[src/hdl/ffba_pkg.sv]
// Types, codes and constants of the first-fit block allocator.
`default_nettype none
package ffba_pkg;

	localparam int MEM_WORDS_DEF = 1024;
	localparam int NUM_SLOTS_DEF = 10;
	localparam int RESET_SIZE    = 1024;
	localparam int MIN_SIZE      = 2;

	localparam int REQ_W  = 2;
	localparam int PID_W  = 4;
	localparam int AMT_W  = 11;
	localparam int STAT_W = 3;
	localparam int ADDR_W = 10;
	localparam int FREE_W = 11;
	localparam int DATA_W = 32;
	localparam int PADDR_W = 3;

	localparam logic [REQ_W-1:0] REQ_START = 2'd0;
	localparam logic [REQ_W-1:0] REQ_LOC   = 2'd1;
	localparam logic [REQ_W-1:0] REQ_STOP  = 2'd2;
	// no action, answered with ok
	localparam logic [REQ_W-1:0] REQ_UNDEF = 2'd3;

	localparam logic [STAT_W-1:0] ST_OK       = 3'd0;
	localparam logic [STAT_W-1:0] ST_RUNNING  = 3'd1;
	localparam logic [STAT_W-1:0] ST_INACTIVE = 3'd2;
	localparam logic [STAT_W-1:0] ST_BOUNDS   = 3'd3;
	localparam logic [STAT_W-1:0] ST_NOSPACE  = 3'd4;

	// register index of memory_size, taken from paddr[2]
	localparam logic REG_MEMSIZE = 1'b0;

	typedef struct packed {
		logic [REQ_W-1:0] req_type;
		logic [PID_W-1:0] process_id;
		logic [AMT_W-1:0] amount;
	} req_t;

	typedef struct packed {
		logic [STAT_W-1:0] status;
		logic [ADDR_W-1:0] address;
		logic [FREE_W-1:0] free_total;
	} rsp_t;

	typedef enum logic [4:0] {
		S_CLR, S_IDLE, S_DEC,
		S_T_SZ, S_T_LK, S_T_DEC, S_T_W1, S_T_W2, S_T_LINK, S_T_FAIL,
		S_G_CHK, S_G_NX, S_G_A, S_G_B, S_G_C, S_G_P, S_G_Q,
		S_G_M1, S_G_M2, S_G_S1, S_G_S2, S_G_S3, S_G_FIN,
		S_DONE
	} state_t;

	typedef enum logic [4:0] {
		OP_NONE, OP_CLR, OP_ACCEPT, OP_DECODE,
		OP_RD_CUR, OP_T_LK, OP_T_DEC, OP_T_W1, OP_T_W2, OP_T_LINK, OP_T_FAIL,
		OP_RD_CURLK, OP_G_STEP, OP_G_A, OP_G_B, OP_G_C, OP_RD_PREV, OP_G_Q,
		OP_G_M1, OP_G_M2, OP_G_S1, OP_G_S2, OP_G_S3, OP_G_FIN,
		OP_EMIT
	} op_t;

	typedef struct packed {
		op_t op;
	} dp_cmd_t;

	typedef struct packed {
		logic clr_last;
		logic is_alloc;
		logic is_free;
		logic cur_ok;
		logic fit;
		logic exact;
		logic walk_go;
		logic merge_next;
		logic prev_valid;
		logic merge_prev;
		logic out_free;
	} dp_stat_t;

endpackage
`default_nettype wire

[src/hdl/ffba_ctrl.sv]
// Sequencer of the allocator: one state per step of a request, at most one memory access per state.
`default_nettype none
module ffba_ctrl (
	input  wire logic              clk,
	input  wire logic              arst_n,
	input  wire logic              cfg_wr,
	input  wire logic              req_valid,
	input  wire ffba_pkg::dp_stat_t stat,
	output ffba_pkg::dp_cmd_t      cmd,
	output logic                   req_stall
);
	import ffba_pkg::*;

	state_t state_q, state_nxt;

	always_ff @(posedge clk or negedge arst_n) begin
		if (!arst_n) begin
			state_q <= S_CLR;
		end else begin
			state_q <= state_nxt;
		end
	end

	always_comb begin
		state_nxt = state_q;
		cmd.op    = OP_NONE;
		unique case (state_q)
			S_CLR: begin
				cmd.op = OP_CLR;
				if (stat.clr_last) state_nxt = S_IDLE;
			end
			S_IDLE: begin
				if (req_valid) begin
					cmd.op    = OP_ACCEPT;
					state_nxt = S_DEC;
				end
			end
			S_DEC: begin
				if (stat.is_alloc) begin
					state_nxt = S_T_SZ;
				end else if (stat.is_free) begin
					state_nxt = S_G_CHK;
				end else begin
					cmd.op    = OP_DECODE;
					state_nxt = S_DONE;
				end
			end
			S_T_SZ: begin
				if (stat.cur_ok) begin
					cmd.op    = OP_RD_CUR;
					state_nxt = S_T_LK;
				end else begin
					state_nxt = S_T_FAIL;
				end
			end
			S_T_LK: begin
				cmd.op    = OP_T_LK;
				state_nxt = S_T_DEC;
			end
			S_T_DEC: begin
				cmd.op = OP_T_DEC;
				if (!stat.fit)      state_nxt = S_T_SZ;
				else if (stat.exact) state_nxt = S_T_LINK;
				else                state_nxt = S_T_W1;
			end
			S_T_W1: begin
				cmd.op    = OP_T_W1;
				state_nxt = S_T_W2;
			end
			S_T_W2: begin
				cmd.op    = OP_T_W2;
				state_nxt = S_T_LINK;
			end
			S_T_LINK: begin
				cmd.op    = OP_T_LINK;
				state_nxt = S_DONE;
			end
			S_T_FAIL: begin
				cmd.op    = OP_T_FAIL;
				state_nxt = S_DONE;
			end
			S_G_CHK: begin
				if (stat.walk_go) begin
					cmd.op    = OP_RD_CURLK;
					state_nxt = S_G_NX;
				end else begin
					state_nxt = S_G_A;
				end
			end
			S_G_NX: begin
				cmd.op    = OP_G_STEP;
				state_nxt = S_G_CHK;
			end
			S_G_A: begin
				cmd.op    = OP_G_A;
				state_nxt = stat.merge_next ? S_G_B : S_G_P;
			end
			S_G_B: begin
				cmd.op    = OP_G_B;
				state_nxt = S_G_C;
			end
			S_G_C: begin
				cmd.op    = OP_G_C;
				state_nxt = S_G_P;
			end
			S_G_P: begin
				cmd.op    = OP_RD_PREV;
				state_nxt = stat.prev_valid ? S_G_Q : S_G_S1;
			end
			S_G_Q: begin
				cmd.op    = OP_G_Q;
				state_nxt = stat.merge_prev ? S_G_M1 : S_G_S1;
			end
			S_G_M1: begin
				cmd.op    = OP_G_M1;
				state_nxt = S_G_M2;
			end
			S_G_M2: begin
				cmd.op    = OP_G_M2;
				state_nxt = S_G_FIN;
			end
			S_G_S1: begin
				cmd.op    = OP_G_S1;
				state_nxt = S_G_S2;
			end
			S_G_S2: begin
				cmd.op    = OP_G_S2;
				state_nxt = S_G_S3;
			end
			S_G_S3: begin
				cmd.op    = OP_G_S3;
				state_nxt = S_G_FIN;
			end
			S_G_FIN: begin
				cmd.op    = OP_G_FIN;
				state_nxt = S_DONE;
			end
			S_DONE: begin
				if (stat.out_free) begin
					cmd.op    = OP_EMIT;
					state_nxt = S_IDLE;
				end
			end
			default: state_nxt = S_IDLE;
		endcase
		// a register write restarts the clearing pass
		if (cfg_wr) begin
			cmd.op    = OP_NONE;
			state_nxt = S_CLR;
		end
	end

	assign req_stall = (state_q != S_IDLE);

endmodule
`default_nettype wire

[config.mk]
export PLATFORM = sky130hd
export DESIGN_NAME = ffba_ctrl
export DESIGN_NICKNAME = d
export VERILOG_FILES = /design/src/hdl/ffba_pkg.sv /design/src/hdl/ffba_ctrl.sv
export SDC_FILE = /design/constraint.sdc
export NUM_CORES = 1
export LEC_CHECK = 0
export ABC_AREA = 1
export ABC_CLOCK_PERIOD_IN_PS = 3350
export BUFFER_PORTS_ARGS = -buffer_cell sky130_fd_sc_hd__buf_4
export CAP_MARGIN = 15
export CORE_MARGIN = 5
export CORE_UTILIZATION = 57
export CTS_CLUSTER_SIZE = 20
export DETAILED_ROUTE_END_ITERATION = 10
export PLACE_DENSITY = 0.84
export SETUP_SLACK_MARGIN = 0.15
export SLEW_MARGIN = 10
export SYNTH_ARGS = -nofsm -noshare
export SYNTH_HDL_FRONTEND = slang
export SYNTH_SLANG_ARGS = --single-unit
[constraint.sdc]
create_clock -name clk -period 3.35 [get_ports clk]
set_clock_uncertainty 0.15 [all_clocks]
set_input_delay 0.5025 -clock clk [delete_from_list [all_inputs] [get_ports clk]]
set_output_delay 0.5025 -clock clk [all_outputs]
set_load 0.05 [all_outputs]
==> flow_metrics.env <==
export IMPL_final_min_clock_period_ps=2900
export IMPL_grt_overflow_total=0
export IMPL_portBuffers=20
export IMPL_htree_levels=1
export IMPL_dp_hpwl_um=2300
export IMPL_syn_inst=168
export IMPL_avgRoutedWirePerCell_um=14.2
export IMPL_dieArea_um2=2460
export IMPL_largest_register_ffs=5
export IMPL_drtIter0Drc=96
export IMPL_gp_congestion=0.980
export IMPL_multi_input_area_um2=643
export IMPL_final_core_util_pct=71.8
export IMPL_finalCritPeriodShare_pct=86.6
export IMPL_path_max_fanout=14
export IMPL_seq_area_um2=125
export IMPL_post_cts_buffers=0
export IMPL_clock_latency_ps=240
export IMPL_worst_setup_path_end_kind="primary output"
export IMPL_hold_end="state_q[3]"
export IMPL_vias=1215
export IMPL_hold_ws_ps=356
export IMPL_antenna_found_initial=0
export IMPL_grt_pass1_vias=1129
export IMPL_fin_total_pwr_uw=436
export IMPL_synth_simple_gate_area_share_pct=63.3
export IMPL_die_y_um=49.6
export IMPL_final_common_cell="nand2_1"
export IMPL_clock_root_buffer="clkbuf_4"
export IMPL_worst_setup_path_type="reg -> out"
export IMPL_status="complete, no violations"
export IMPL_cts_inserted_buffers=3
export IMPL_setup_violations=0
export IMPL_finalSetupTns_ps=0
export IMPL_synth_xor_area_share_pct=0
export IMPL_crit_path_start_kind="flop"
export IMPL_core_area_um2=1490
export IMPL_final_antenna_net_count=0
export IMPL_syn_area_um2=892
export IMPL_clock_path_buffers=2
export IMPL_synth_top_family_by_area="simple AND/OR/NAND/NOR gates"
export IMPL_drt_wl_total_um=2920
export IMPL_synth_seq_cells=5
export IMPL_fmax_ghz=0.345
export IMPL_layout_drive_gt1_share_pct=19.5
export IMPL_largest_registers="state_q (5)"
export IMPL_synthAdderAreaFrac_pct=0
export IMPL_relSlewSlack_pct=62.0
export IMPL_r2r_slack_ps=1290
export IMPL_synth_cell_types=24
export IMPL_first_pass_iters=5
export IMPL_grt_usage_pct=24.7
export IMPL_cts_tree="yes"
export IMPL_io_pins=21
export IMPL_drcViolationCount=0
export IMPL_r2r_start="state_q[4]"
export IMPL_yosys_area_top_type="nand2_1"
export IMPL_die_w_um=49.6
export IMPL_synth_top_cell_area_share_pct=18.5
export IMPL_r2r_end="state_q[1]"
export IMPL_critPathRequiredTime_ps=2700
export IMPL_power_density_nw_per_um2=408
export IMPL_hold_path_class="in -> reg"
export IMPL_hold_start="cfg_wr"
export IMPL_slew_viol_final=0
export IMPL_yosysWarningCount=0
export IMPL_clkTransAtPathRegs_ps=40
export IMPL_diodes=0
export IMPL_clock_sinks=5
export IMPL_drv_cap=0
export IMPL_synthTopCellsByArea="nand2_1, dfrtp_1, nand3_1"
export IMPL_worst_slew_pin_slew_ps=570
export IMPL_cp_data_arrival_time_ps=2250
export IMPL_fill_cells=138
export IMPL_layout_common_cells="nand2_1, nor2_1, nand3_1, inv_1, buf_4"
export IMPL_vias_per_cell=5.90
export IMPL_nNetsFinal=206
export IMPL_grt_pass1_wl_um=4880
export IMPL_max_flop_register="state_q"
export IMPL_grt_max_degree=15
export IMPL_yosysSeqAreaShare_pct=14.0
export IMPL_syn_nets=183
export IMPL_max_vdd_ir_drop_v=0.000463
export IMPL_start_util_pct=59.9
export IMPL_area_growth_syn_to_layout_pct=19.8
export IMPL_core_rowCount=14
export IMPL_synth_compound_area_share_pct=8.84
export IMPL_postSynthAreaPerCell_um2=5.31
export IMPL_rsz0062_at_grt="false"
export IMPL_finalHoldViolCount=0
export IMPL_power_leakage_nw=0.639
export IMPL_worst_r2r_path_depth=9
export IMPL_synthMuxAreaShare_pct=0
export IMPL_holdPathStages=2
[metrics by stage]
step	setup slack, ps	std cells	area [um^2]
floorplan	584	168	892
global placement	890	201	1030
detailed placement	802	201	1030
CTS	523	206	1070
global route	307	206	1070
finish	451	206	1070
[worst max-delay path: stages, from the launching register on]
cell	delay, ps
dfrtp_1	450
nor2_2	450
nand3_1	220
nor3_1	360
a21oi_1	90
a31oi_1	200
buf_4	240
[power breakdown]
part	internal [mW]	switching [mW]
Clock	0.0449	0.0233
Combinational	0.0855	0.191
Sequential	0.0691	0.0225
[worst max-delay path by stage]
stage / cells after the start / slack (ps) / startpoint / endpoint
2_1_floorplan: 5 / 580 / state_q[2] / cmd[1]
3_3_place_gp: 8 / 890 / state_q[2] / cmd[0]
3_5_place_dp: 6 / 800 / state_q[2] / cmd[1]
4_1_cts: 6 / 520 / state_q[2] / cmd[1]
5_1_grt: 8 / 310 / state_q[3] / cmd[0]
6_report: 6 / 450 / state_q[2] / cmd[1]
[logic make-up after synthesis]
| family | after synthesis |
|---|---|
| AO/OA/AOI/OAI | 13 |
| buffers and inverters | 28 |
| flip-flops | 5 |
| AND/OR/NAND/NOR | 122 |
[cells in the mapped netlist]
| cell | instances |
|---|---|
| nand2_1 | 44 |
| nor2_1 | 30 |
| nand3_1 | 24 |
| inv_1 | 22 |
| nor3_1 | 6 |
| dfrtp_1 | 5 |
| nand4_1 | 5 |
| nor2_2 | 4 |
| a21oi_1 | 3 |
| inv_2 | 3 |
| o211ai_1 | 3 |
| a31oi_1 | 2 |
| buf_6 | 2 |
| nand3_2 | 2 |
| nor2_4 | 2 |
| o21ai_0 | 2 |
| o21ai_1 | 2 |
| and3_1 | 1 |
| buf_4 | 1 |
| nand2_2 | 1 |
| nand3b_1 | 1 |
| nor3_2 | 1 |
| nor3b_1 | 1 |
| o21ai_2 | 1 |
[timing repair]
action | CTS | global route
resized for setup | 0 | 0
hold endpoints to repair | 5 | 0
hold buffers | 1 | 0
[layer usage]
layer  routed length, um  global-route usage [%]  up-vias
li1                    -                       -      587
met1                1130                    31.6      539
met2                1390                    39.8       77
met3                 320                    5.12       12
met4                  80                    10.0        0
met5                   0                       0        -
[layout make-up]
cell class | instances | share of cell area (%)
inverter | 25 | 8.78
timing repair buffer | 21 | 15.0
multi-input combinational | 135 | 60.2
tap | 16 | 1.87
clock buffer | 4 | 2.46
sequential | 5 | 11.7
Note: power is estimated with default switching activity, not from simulation.
